--- src/ifmt_pkg.sv ---
`timescale 1ns / 1ps
package ifmt_pkg;

  localparam int MAX_WIDTH  = 60;
  localparam int VALUE_W    = 64;
  localparam int NDIG       = 20;
  localparam int DIG_W      = $clog2(NDIG);
  localparam int BCD_W      = NDIG * 4;
  localparam int CNT_W      = ($clog2(MAX_WIDTH + 1) > 6) ? $clog2(MAX_WIDTH + 1) : 6;
  localparam int CONV_STEPS = VALUE_W / 2;
  localparam int STEP_W     = $clog2(CONV_STEPS);

  localparam logic [2:0] KIND_SDEC = 3'd0;
  localparam logic [2:0] KIND_UDEC = 3'd1;
  localparam logic [2:0] KIND_LHEX = 3'd2;
  localparam logic [2:0] KIND_UHEX = 3'd3;
  localparam logic [2:0] KIND_PTR  = 3'd4;

  localparam logic [7:0] CH_ZERO  = 8'h30;
  localparam logic [7:0] CH_X     = 8'h78;
  localparam logic [7:0] CH_SPACE = 8'h20;
  localparam logic [7:0] CH_MINUS = 8'h2d;
  localparam logic [7:0] CH_UA    = 8'h41;
  localparam logic [7:0] CH_LA    = 8'h61;

  typedef struct packed {
    logic [CNT_W-1:0] px;
    logic [CNT_W-1:0] spc_pre;
    logic [CNT_W-1:0] sign;
    logic [CNT_W-1:0] zpad;
    logic [CNT_W-1:0] digs;
    logic [CNT_W-1:0] spc_post;
  } plan_t;

  function automatic logic [7:0] hex_char(input logic [3:0] d, input logic upper);
    logic [7:0] c;
    if (d < 4'd10) begin
      c = CH_ZERO + {4'h0, d};
    end else if (upper) begin
      c = CH_UA + {4'h0, d} - 8'd10;
    end else begin
      c = CH_LA + {4'h0, d} - 8'd10;
    end
    return c;
  endfunction

endpackage

--- src/integer_field_formatter.sv ---
`timescale 1ns / 1ps
// Formats one integer conversion request (signed or unsigned decimal, lower or upper hex, or
// pointer) into ASCII characters, one character per output transfer, with tlast on the final
// character. One request is taken at a time: in_tready is high only while the block is idle,
// and the next request is accepted while the final character still waits in the output
// register. A request is registered, then prepared and planned in the PREP and LEN states,
// after which its characters follow at one per cycle while the output is not stalled and the
// generator is not moving between segments. Decimal requests first pass through the
// binary-to-BCD converter, a dedicated shift-and-add-3 unit that consumes two value bits per
// cycle and then registers its done flag to hand over the digits. The character generator
// walks six field segments (prefix, leading spaces, sign, zero padding, digits, trailing
// spaces) and pauses, emitting nothing, when it moves on from each segment before the last
// nonempty one.
module integer_field_formatter import ifmt_pkg::*; (
  input  logic        clk,
  input  logic        rst_n,
  input  logic        in_tvalid,
  output logic        in_tready,
  // value[63:0], conv_kind[66:64], is_long[67], field_width[73:68], pad_zeros[74],
  // align_left[75], unused[79:76]
  input  logic [79:0] in_tdata,
  output logic        out_tvalid,
  input  logic        out_tready,
  // out_char[7:0]
  output logic [7:0]  out_tdata,
  output logic        out_tlast
);

  typedef enum logic [2:0] {
    ST_IDLE,
    ST_PREP,
    ST_CONV,
    ST_LEN,
    ST_EMIT
  } state_t;

  state_t              state_r, state_nxt;
  logic [VALUE_W-1:0]  value_r, value_nxt;
  logic [2:0]          kind_r, kind_nxt;
  logic                lng_r, lng_nxt;
  logic [CNT_W-1:0]    w_r, w_nxt;
  logic                zp_r, zp_nxt;
  logic                la_r, la_nxt;
  logic                neg_r, neg_nxt;
  logic                ptr_r, ptr_nxt;
  logic                upper_r, upper_nxt;
  logic [NDIG-1:0][3:0] digits_r, digits_nxt;

  logic [VALUE_W-1:0]  ext_c, mag_c;
  logic                neg_c, hex_c;
  logic [CNT_W-1:0]    w_in, len_c, width_eff, total_c, pad_c;
  plan_t               plan_c;
  logic                conv_start, conv_done, gen_start, gen_done;
  logic [BCD_W-1:0]    conv_bcd;
  logic                accept;

  assign in_tready = (state_r == ST_IDLE);
  assign accept    = in_tvalid && in_tready;
  assign w_in      = CNT_W'(in_tdata[73:68]);

  always_comb begin
    if (kind_r == KIND_PTR || lng_r) begin
      ext_c = value_r;
    end else if (kind_r == KIND_SDEC && value_r[31]) begin
      ext_c = {32'hffff_ffff, value_r[31:0]};
    end else begin
      ext_c = {32'h0000_0000, value_r[31:0]};
    end
    neg_c = (kind_r == KIND_SDEC) && ext_c[VALUE_W-1];
    mag_c = neg_c ? (~ext_c + 1'b1) : ext_c;
    hex_c = (kind_r == KIND_LHEX) || (kind_r == KIND_UHEX) || (kind_r == KIND_PTR);
  end

  always_comb begin
    len_c = CNT_W'(1);
    for (int i = 1; i < NDIG; i++) begin
      if (digits_r[i] != 4'h0) begin
        len_c = CNT_W'(i + 1);
      end
    end
    if (ptr_r) begin
      width_eff = (w_r > CNT_W'(2)) ? (w_r - CNT_W'(2)) : '0;
    end else begin
      width_eff = w_r;
    end
    total_c = len_c + CNT_W'(neg_r);
    pad_c   = (width_eff > total_c) ? (width_eff - total_c) : '0;
    plan_c.px       = ptr_r ? CNT_W'(2) : '0;
    plan_c.spc_pre  = (!la_r && !zp_r) ? pad_c : '0;
    plan_c.sign     = CNT_W'(neg_r);
    plan_c.zpad     = (!la_r && zp_r) ? pad_c : '0;
    plan_c.digs     = len_c;
    plan_c.spc_post = la_r ? pad_c : '0;
  end

  assign conv_start = (state_r == ST_PREP) && !hex_c;
  assign gen_start  = (state_r == ST_LEN);

  always_comb begin
    state_nxt  = state_r;
    value_nxt  = value_r;
    kind_nxt   = kind_r;
    lng_nxt    = lng_r;
    w_nxt      = w_r;
    zp_nxt     = zp_r;
    la_nxt     = la_r;
    neg_nxt    = neg_r;
    ptr_nxt    = ptr_r;
    upper_nxt  = upper_r;
    digits_nxt = digits_r;
    case (state_r)
      ST_IDLE: begin
        if (accept) begin
          value_nxt = in_tdata[63:0];
          kind_nxt  = (in_tdata[66:64] > KIND_PTR) ? KIND_UDEC : in_tdata[66:64];
          lng_nxt   = in_tdata[67];
          w_nxt     = (w_in > CNT_W'(MAX_WIDTH)) ? CNT_W'(MAX_WIDTH) : w_in;
          zp_nxt    = in_tdata[74];
          la_nxt    = in_tdata[75];
          state_nxt = ST_PREP;
        end
      end
      ST_PREP: begin
        neg_nxt   = neg_c;
        ptr_nxt   = (kind_r == KIND_PTR);
        upper_nxt = (kind_r == KIND_UHEX);
        if (hex_c) begin
          digits_nxt = {{(BCD_W - VALUE_W){1'b0}}, mag_c};
          state_nxt  = ST_LEN;
        end else begin
          state_nxt = ST_CONV;
        end
      end
      ST_CONV: begin
        if (conv_done) begin
          digits_nxt = conv_bcd;
          state_nxt  = ST_LEN;
        end
      end
      ST_LEN: begin
        state_nxt = ST_EMIT;
      end
      ST_EMIT: begin
        if (gen_done) begin
          state_nxt = ST_IDLE;
        end
      end
      default: begin
        state_nxt = ST_IDLE;
      end
    endcase
  end

  always_ff @(posedge clk) begin
    if (!rst_n) begin
      state_r <= ST_IDLE;
    end else begin
      state_r <= state_nxt;
    end
    value_r  <= value_nxt;
    kind_r   <= kind_nxt;
    lng_r    <= lng_nxt;
    w_r      <= w_nxt;
    zp_r     <= zp_nxt;
    la_r     <= la_nxt;
    neg_r    <= neg_nxt;
    ptr_r    <= ptr_nxt;
    upper_r  <= upper_nxt;
    digits_r <= digits_nxt;
  end

  ifmt_bcd_conv u_conv (
    .clk   (clk),
    .rst_n (rst_n),
    .start (conv_start),
    .bin   (mag_c),
    .done  (conv_done),
    .bcd   (conv_bcd)
  );

  ifmt_char_gen u_gen (
    .clk        (clk),
    .rst_n      (rst_n),
    .start      (gen_start),
    .plan       (plan_c),
    .digits     (digits_r),
    .upper      (upper_r),
    .done       (gen_done),
    .out_tvalid (out_tvalid),
    .out_tready (out_tready),
    .out_tdata  (out_tdata),
    .out_tlast  (out_tlast)
  );

endmodule

--- src/ifmt_bcd_conv.sv ---
`timescale 1ns / 1ps
module ifmt_bcd_conv import ifmt_pkg::*; (
  input  logic               clk,
  input  logic               rst_n,
  input  logic               start,
  input  logic [VALUE_W-1:0] bin,
  output logic               done,
  output logic [BCD_W-1:0]   bcd
);

  logic               busy_r, busy_nxt;
  logic               done_r, done_nxt;
  logic [STEP_W-1:0]  step_r, step_nxt;
  logic [VALUE_W-1:0] bin_r, bin_nxt;
  logic [BCD_W-1:0]   bcd_r, bcd_nxt;

  function automatic logic [BCD_W-1:0] dd_step(input logic [BCD_W-1:0] b,
                                               input logic bit_in);
    logic [BCD_W-1:0] t;
    t = b;
    for (int i = 0; i < NDIG; i++) begin
      if (t[i*4 +: 4] >= 4'd5) begin
        t[i*4 +: 4] = t[i*4 +: 4] + 4'd3;
      end
    end
    return {t[BCD_W-2:0], bit_in};
  endfunction

  always_comb begin
    busy_nxt = busy_r;
    done_nxt = 1'b0;
    step_nxt = step_r;
    bin_nxt  = bin_r;
    bcd_nxt  = bcd_r;
    if (start) begin
      busy_nxt = 1'b1;
      step_nxt = '0;
      bin_nxt  = bin;
      bcd_nxt  = '0;
    end else if (busy_r) begin
      bcd_nxt  = dd_step(dd_step(bcd_r, bin_r[VALUE_W-1]), bin_r[VALUE_W-2]);
      bin_nxt  = {bin_r[VALUE_W-3:0], 2'b00};
      step_nxt = step_r + 1'b1;
      if (step_r == STEP_W'(CONV_STEPS - 1)) begin
        busy_nxt = 1'b0;
        done_nxt = 1'b1;
      end
    end
  end

  always_ff @(posedge clk) begin
    if (!rst_n) begin
      busy_r <= 1'b0;
      done_r <= 1'b0;
      step_r <= '0;
    end else begin
      busy_r <= busy_nxt;
      done_r <= done_nxt;
      step_r <= step_nxt;
    end
    bin_r <= bin_nxt;
    bcd_r <= bcd_nxt;
  end

  assign done = done_r;
  assign bcd  = bcd_r;

endmodule

--- src/ifmt_char_gen.sv ---
`timescale 1ns / 1ps
module ifmt_char_gen import ifmt_pkg::*; (
  input  logic                 clk,
  input  logic                 rst_n,
  input  logic                 start,
  input  plan_t                plan,
  input  logic [NDIG-1:0][3:0] digits,
  input  logic                 upper,
  output logic                 done,
  output logic                 out_tvalid,
  input  logic                 out_tready,
  output logic [7:0]           out_tdata,
  output logic                 out_tlast
);

  typedef enum logic [2:0] {
    SEG_PX,
    SEG_SPC_PRE,
    SEG_SIGN,
    SEG_ZPAD,
    SEG_DIGS,
    SEG_SPC_POST
  } seg_t;

  seg_t             seg_r, seg_nxt;
  logic             active_r, active_nxt;
  logic [CNT_W-1:0] cnt_r, cnt_nxt;
  logic [CNT_W-1:0] left_r, left_nxt;
  plan_t            plan_r, plan_nxt;
  logic             upper_r, upper_nxt;
  logic             out_tvalid_r, out_tvalid_nxt;
  logic [7:0]       out_tdata_r, out_tdata_nxt;
  logic             out_tlast_r, out_tlast_nxt;
  logic             emit;
  logic [DIG_W-1:0] dig_idx;
  logic [7:0]       ch;

  function automatic seg_t next_seg(input seg_t s);
    seg_t n;
    case (s)
      SEG_PX:      n = SEG_SPC_PRE;
      SEG_SPC_PRE: n = SEG_SIGN;
      SEG_SIGN:    n = SEG_ZPAD;
      SEG_ZPAD:    n = SEG_DIGS;
      SEG_DIGS:    n = SEG_SPC_POST;
      default:     n = SEG_SPC_POST;
    endcase
    return n;
  endfunction

  function automatic logic [CNT_W-1:0] seg_count(input seg_t s, input plan_t p);
    logic [CNT_W-1:0] c;
    case (s)
      SEG_PX:       c = p.px;
      SEG_SPC_PRE:  c = p.spc_pre;
      SEG_SIGN:     c = p.sign;
      SEG_ZPAD:     c = p.zpad;
      SEG_DIGS:     c = p.digs;
      SEG_SPC_POST: c = p.spc_post;
      default:      c = '0;
    endcase
    return c;
  endfunction

  assign dig_idx = DIG_W'(cnt_r - 1'b1);
  assign emit    = active_r && (cnt_r != '0) && (!out_tvalid_r || out_tready);
  assign done    = emit && (left_r == CNT_W'(1));

  always_comb begin
    case (seg_r)
      SEG_PX:       ch = (cnt_r == CNT_W'(2)) ? CH_ZERO : CH_X;
      SEG_SPC_PRE:  ch = CH_SPACE;
      SEG_SIGN:     ch = CH_MINUS;
      SEG_ZPAD:     ch = CH_ZERO;
      SEG_DIGS:     ch = hex_char(digits[dig_idx], upper_r);
      SEG_SPC_POST: ch = CH_SPACE;
      default:      ch = CH_SPACE;
    endcase
  end

  always_comb begin
    seg_nxt        = seg_r;
    active_nxt     = active_r;
    cnt_nxt        = cnt_r;
    left_nxt       = left_r;
    plan_nxt       = plan_r;
    upper_nxt      = upper_r;
    out_tvalid_nxt = out_tvalid_r;
    out_tdata_nxt  = out_tdata_r;
    out_tlast_nxt  = out_tlast_r;
    if (out_tvalid_r && out_tready) begin
      out_tvalid_nxt = 1'b0;
    end
    if (start) begin
      active_nxt = 1'b1;
      plan_nxt   = plan;
      upper_nxt  = upper;
      seg_nxt    = SEG_PX;
      cnt_nxt    = plan.px;
      left_nxt   = plan.px + plan.spc_pre + plan.sign + plan.zpad + plan.digs
                   + plan.spc_post;
    end else if (active_r) begin
      if (cnt_r == '0) begin
        seg_nxt = next_seg(seg_r);
        cnt_nxt = seg_count(next_seg(seg_r), plan_r);
      end else if (emit) begin
        out_tvalid_nxt = 1'b1;
        out_tdata_nxt  = ch;
        out_tlast_nxt  = (left_r == CNT_W'(1));
        cnt_nxt        = cnt_r - 1'b1;
        left_nxt       = left_r - 1'b1;
        if (left_r == CNT_W'(1)) begin
          active_nxt = 1'b0;
        end
      end
    end
  end

  always_ff @(posedge clk) begin
    if (!rst_n) begin
      active_r     <= 1'b0;
      out_tvalid_r <= 1'b0;
      seg_r        <= SEG_PX;
      cnt_r        <= '0;
      left_r       <= '0;
    end else begin
      active_r     <= active_nxt;
      out_tvalid_r <= out_tvalid_nxt;
      seg_r        <= seg_nxt;
      cnt_r        <= cnt_nxt;
      left_r       <= left_nxt;
    end
    plan_r      <= plan_nxt;
    upper_r     <= upper_nxt;
    out_tdata_r <= out_tdata_nxt;
    out_tlast_r <= out_tlast_nxt;
  end

  assign out_tvalid = out_tvalid_r;
  assign out_tdata  = out_tdata_r;
  assign out_tlast  = out_tlast_r;

endmodule

--- config.mk ---
export PLATFORM = sky130hd
export DESIGN_NAME = integer_field_formatter
export DESIGN_NICKNAME = d
export VERILOG_FILES = /design/src/ifmt_pkg.sv /design/src/integer_field_formatter.sv /design/src/ifmt_bcd_conv.sv /design/src/ifmt_char_gen.sv
export SDC_FILE = /design/constraint.sdc
export NUM_CORES = 1
export LEC_CHECK = 0
export BUFFER_PORTS_ARGS = -buffer_cell sky130_fd_sc_hd__buf_2
export CAP_MARGIN = 20
export CORE_UTILIZATION = 63
export CTS_CLUSTER_DIAMETER = 100
export DETAILED_ROUTE_END_ITERATION = 7
export PLACE_DENSITY = 0.89
export SYNTH_ARGS = -nofsm -noshare
export SYNTH_HDL_FRONTEND = slang
export SYNTH_SLANG_ARGS = --single-unit
--- constraint.sdc ---
create_clock -name clk -period 8.2 [get_ports clk]
set_clock_uncertainty 0.2 [all_clocks]
set_input_delay 0.41 -clock clk [delete_from_list [all_inputs] [get_ports clk]]
set_output_delay 0.41 -clock clk [all_outputs]
set_load 0.02 [all_outputs]
## Word level (Yosys, flattened, before mapping)

Cells that the tools add are included.

| word-level totals | value |
|---|---|
| register bits after elaboration | 371 |
| input port bits | 84 |
| output and inout bits | 11 |
| word-level logic and storage cells | 391 |

| operators by class | value |
|---|---|
| add/subtract/negate cells | 57 |
| magnitude comparators | 46 |
| equal/unequal tests | 24 |
| muxes and demuxes | 152 |
| bitwise operators | 5 |
| reduce and logical (&&, ||, !) cells | 58 |

Operators with widths:

| cell | number |
|---|---|
| $mux W64 | 5 |
| $mux W4 | 77 |
| $mux W6 | 32 |
| $ge A4 B3 Y1 const B | 40 |
| $mux W80 | 2 |
| $pmux W80 S2 | 1 |
| $add A4 B2 Y4 const B | 38 |
| $reduce_bool A4 Y1 | 19 |
| $add A64 B1 Y64 const B | 1 |
| $not A64 Y64 | 1 |
| $pmux W6 S6 | 1 |
| $pmux W8 S4 | 1 |
| $mux W3 | 10 |
| $eq A3 B2 Y1 const B | 8 |
| $bmux W4 S5 | 1 |
| $add A6 B6 Y6 | 3 |
| $add A7 B4 Y8 const A | 2 |
| $mux W8 | 2 |
| $sub A8 B4 Y8 const B | 2 |
| $eq A3 B3 Y1 const B | 5 |
| $mux W1 | 15 |
| $pmux W3 S5 | 1 |
| $add A6 B1 Y6 | 2 |
| $logic_not A3 Y1 | 4 |
| 35 further kinds | 69 |

## Depth between registers and ports, before layout

| logic depth | value |
|---|---|
| depth after elaboration | 30 |
| gate-level depth with buffers | 31 |
| depth with buffers taken out | 30 |

## By module

Synthesis repeated with hierarchy kept, for this count alone.

| second synthesis, totals | value |
|---|---|
| cell total of the unflattened synthesis | 2,101 |
| area, all modules | 22,217.6 sq um |

By module, submodules not included:

| module | times used | cells an instance | area an instance (sq um) | sequential area each (sq um) |
|---|---|---|---|---|
| ifmt_bcd_conv | 1 | 951 | 9,315.2 | 3,663.5 |
| integer_field_formatter | 1 | 782 | 8,767.2 | 4,834.6 |
| ifmt_char_gen | 1 | 368 | 4,135.2 | 1,511.4 |

## Worst setup path before layout

No wires, ideal clock.

| timing path | value |
|---|---|
| path type | register to register |
| from | register state_r[0] |
| to | register digits_r[0] in the netlist's numbering, enable pin |
| library setup time | 0.629 ns |
| arrival time | 6.711 ns |
| data required time | 7.371 ns |
| slack | 0.660 ns |
| cell stages (with the launch flop) | 5 |
| buffers on the path | 1 |
| period minus slack after synthesis | 7.540 ns |
| cell sequence | dfxtp_1 clkbuf_1 nor3b_1 inv_1 o21ai_0 |

| on the way | value |
|---|---|
| cells in the longest elaborated chain, start to end | 3 |
| elaborated cells on any way between the ends | 6 |
| those cells by class | eq/ne (4); reduce/logical (2) |

Ends and longest elaborated chain:

| element | RTL line | source |
|---|---|---|
| start, declared | integer_field_formatter.sv:37 | `state_t state_r, state_nxt;` |
| start signal, assigned | integer_field_formatter.sv:158 | `state_r <= state_nxt;` |
| $eq A3 B1 Y1 / $eq A3 B2 Y1 (equally long branches) | integer_field_formatter.sv:111 | `case (state_r)` |
| $ne A2 B2 Y1 (no line) (tied with other cells) | - |  |
| $reduce_and A3 Y1 (no line) (*) | - |  |
| end signal, assigned | integer_field_formatter.sv:169 | `digits_r <= digits_nxt;` |
| end, declared | integer_field_formatter.sv:47 | `logic [NDIG-1:0][3:0] digits_r, digits_nxt;` |

Mark *: on every way between the ends. The rest lies on a longest branch, timed or not.
A chain may end at the register's enable or synchronous reset.

==> summary.md <==
| Metric | Value |
|---|---|
| Status | finished, final reports clean |
| Switching portion of total power | 43.8% |
| Crit path buffers/inverters | 3 |
| Clk sinks | 363 |
| Asr flop ratio synth | 0% |
| Total vias in the final route | 18266 |
| Vias in the first global route | 17880 |
| Pre-antenna DRT Iters | 7 |
| Maximum root-to-sink buffer count | 3 |
| Grt total ovfl | 0 |
| Final period util | 93.6% |
| Seq/Total Area, Yosys | 45.9% |
| Total track usage | 34.7% |
| RSZ-0062 raised after global routing | false |
| Initial antenna violation count | 4 |
| Seq cells post-synth | 363 |
| Rows | 67 |
| Top delay family on crit path | compound AO/OA/AOI/OAI gates |
| Ratio of cells with drive above 1 in the final layout | 11.7% |
| Worst-path fanout max | 10 |
| Post-Syn Area | 21400 µm² |
| Final Hold Viols | 0 |
| Detailed Route WL | 60.7 mm |
| Core ar. | 33500 µm² |
| Fin util | 72.2% |
| Crit path kind | reg -> reg |
| First-pass GRT wire length | 96.0 mm |
| Crit-path max cell delay | 0.59 ns |
| Internal | 5.88 mW |
| Vias per inst | 6.66 |
| Setup TNS | 0 ns |
| CTS tree | yes |
| Comb pwr share | 50.9% |
| Final setup vio count | 0 |
| PD cells | 432 nW/µm² |
| Part of the power in registers | 32.5% |
| Worst EP required | 8.44 ns |
| Initial core utilization | 63.9% |
| Max-cap violations | 0 |
| Crit path capture type | register |
| Overall Power | 10.5 mW |
| Worst setup SP type | register |
| Postcts setup bufs | 0 |
| Clock transition at path regs | 0.06 ns |
| Crit path DAT | 7.92 ns |
| Most common flop cell mapped by yosys | edfxtp_1 |
| DIE HEIGHT | 186 µm |
| Initial drt markers | 2316 |
| Die area | 34800 µm² |
| Cell variety after synth | 73 |
| Worst vdd ir | 0.339 mV |
| Post-DP HPWL | 37.8 mm |
| Post-Syn Instances | 2140 |
| Layout overhead on the synthesized area | 12.9% |
| H-tree Lvls | 2 |
| Syn nets | 2338 |
| Slowest cell on crit path | or4_1 |
| Ports | 95 |
| Crit path time final | 7.68 ns |
| Clk pwr share | 16.6% |
| Max-slew violation count | 0 |
| Number of CTS-inserted buffers | 38 |
| Psw | 4.58 mW |
| Worst-Margin Slew | 1.08 ns |
| Relative slew slack | 28.0% |
| DRC | 0 |
| Wire per inst | 22.1 µm |
| Final #Nets | 2461 |
| Max Fclk | 130 MHz |
| Yosys warns | 0 |
| Fillers | 2044 |
| Maximum number of pins on one net before global-route repair | 88 |
| PortBufs | 89 |
| Chip width | 186 µm |
| Worst-Skew Late Latency | 0.56 ns |
| GPL Wtd Cong | 0.922 |
| Mapped Avg Cell Area | 10.0 µm² |
| Post-synth EDFFs | 256 |
| Pleak | 9.32 nW |
| Worst hold path class | in -> reg |
| CTS Root Cell | clkbuf_16 |
| Final ANT Viol Nets | 0 |
cell usage after synthesis (15+ instances only):
cell	count	area share, %
xor2_1	38	1.6
nand3_1	15	0.35
a21boi_0	15	0.53
mux2i_1	52	2.4
and3_1	25	0.73
a211oi_1	72	2.5
a31oi_1	17	0.50
dfxtp_1	107	10
edfxtp_1	256	36
nor2_1	246	4.3
mux2_2	60	3.2
mux4_2	24	2.5
ha_1	101	5.9
nor3b_1	38	1.3
nand2b_1	49	1.4
a21oi_1	167	3.9
nand2_1	149	2.6
inv_1	138	2.4
o21a_1	16	0.56
xnor2_1	74	3.0
clkbuf_1	86	1.5
o21ai_0	118	2.8
nor3_1	35	0.82
nor4_1	21	0.61
worst paths after layout:
check / from / to / slack, ns / cells past startpoint
worst max-delay path: digits_r[4] / u_gen.left_r[5] / 0.52 / 29
worst min-delay path: rst_n / u_gen.left_r[0] / 0.06 / 2
worst max register to register: digits_r[4] / u_gen.left_r[5] / 0.52 / 29
worst min register to register: u_conv.bin_r[62] / u_conv.bcd[0] / 0.29 / 2
power by group through the flow:
stage / sequential, mW / clock, mW / combinational [mW]
2_1_floorplan: 3.17 / 0 / 3.96
3_3_place_gp: 3.32 / 0 / 4.66
3_5_place_dp: 3.36 / 0 / 4.99
4_1_cts: 3.34 / 1.70 / 5.09
5_1_grt: 3.45 / 1.80 / 5.81
6_report: 3.40 / 1.73 / 5.32
layout by cell type (no fill, tap or decap), drive strengths merged, types with 9 or more instances in the layout:
cell type,n
edfxtp,256
nor2,246
a21oi,167
nand2,149
inv,139
o21ai,128
dfxtp,107
buf,103
ha,101
dlygate4sd3,77
xnor2,74
a211oi,73
mux2,60
mux2i,52
clkbuf,50
nand2b,49
nor3b,38
xor2,38
nor3,35
and3,25
mux4,24
nor4,22
a31oi,17
nand3,17
o31ai,17
o21a,16
o41ai,16
a21boi,15
a21o,14
or4,13
fa,13
nor2b,12
and2,12
clkinv,12
a22oi,11
o211ai,10
nand4,9
or3,9
worst reg2reg max path, delay by kind of cell, from the launching register on:
| family | cells | cell delay [ns] |
|---|---|---|
| compound gates | 13 | 2.99 |
| fa+ha+maj | 5 | 2.10 |
| simple gates | 8 | 1.69 |
| flops | 1 | 0.45 |
| buf+inv | 3 | 0.19 |
through the flow:
stage,instances,area [µm²],hold slack [ns],setup slack (ns)
floorplan,2140,21400,0.200,0.660
global placement,2591,22200,0.219,0.919
detailed placement,2591,22200,0.254,0.597
CTS,2736,24200,0.0427,0.265
global route,2739,24200,0.0629,0.0900
finish,2742,24200,0.0600,0.523
cell type report:
| type | instances | area, µm² | area share [%] |
|---|---|---|---|
| Sequential cell | 363 | 9830 | 40.6 |
| Multi-Input combinational cell | 1540 | 10700 | 44.4 |
| Timing Repair Buffer | 181 | 1330 | 5.50 |
| Clock buffer | 50 | 1040 | 4.29 |
| Inverter | 139 | 522 | 2.16 |
| Antenna cell | 3 | 7.51 | 0.0310 |
| Tap cell | 448 | 561 | 2.32 |
| Clock inverter | 18 | 166 | 0.688 |
layer usage:
metal | GRT usage, % | vias to the layer above | share of wire [%] | routed length (µm)
li1 | - | 8003 | - | -
met1 | 39.6 | 8477 | 34 | 20600
met2 | 57.7 | 1391 | 48 | 28900
met3 | 8.14 | 393 | 11 | 6410
met4 | 24.5 | 2 | 7.9 | 4770
met5 | 0 | - | 0.020 | 12
flip-flops by register name, summed over array words and instances (netlist names), 5 cells and up:
signal           cells
u_gen.left_r         6
u_gen.plan_r        24
u_conv.step_r        5
u_gen.cnt_r          6
u_conv.bcd          80
w_r                  6
value_r             64
u_conv.bin_r        64
digits_r            80
u_gen.out_tdata      7
kinds of logic (layout without fill, tap and decap cells):
| logic type | after synthesis | count (layout) | synth area share (%) |
|---|---|---|---|
| fa+ha+maj | 114 | 114 | 7.11 |
| compound gates | 520 | 520 | 15.2 |
| mux | 136 | 136 | 8.10 |
| xor+xnor | 112 | 112 | 4.58 |
| other cells | 2 | 5 | 0.0350 |
| buf+inv | 237 | 388 | 4.22 |
| flops | 363 | 363 | 45.9 |
| simple gates | 656 | 656 | 14.9 |
timing repair:
| item | in CTS | in global routing |
|---|---|---|
| hold buffers | 77 | 0 |
| resized for setup | 0 | 3 |
| endpoints found under the setup margin | 0 | 2 |
| endpoints found under the hold margin | 76 | 0 |
(Power assumes the default switching activity.)
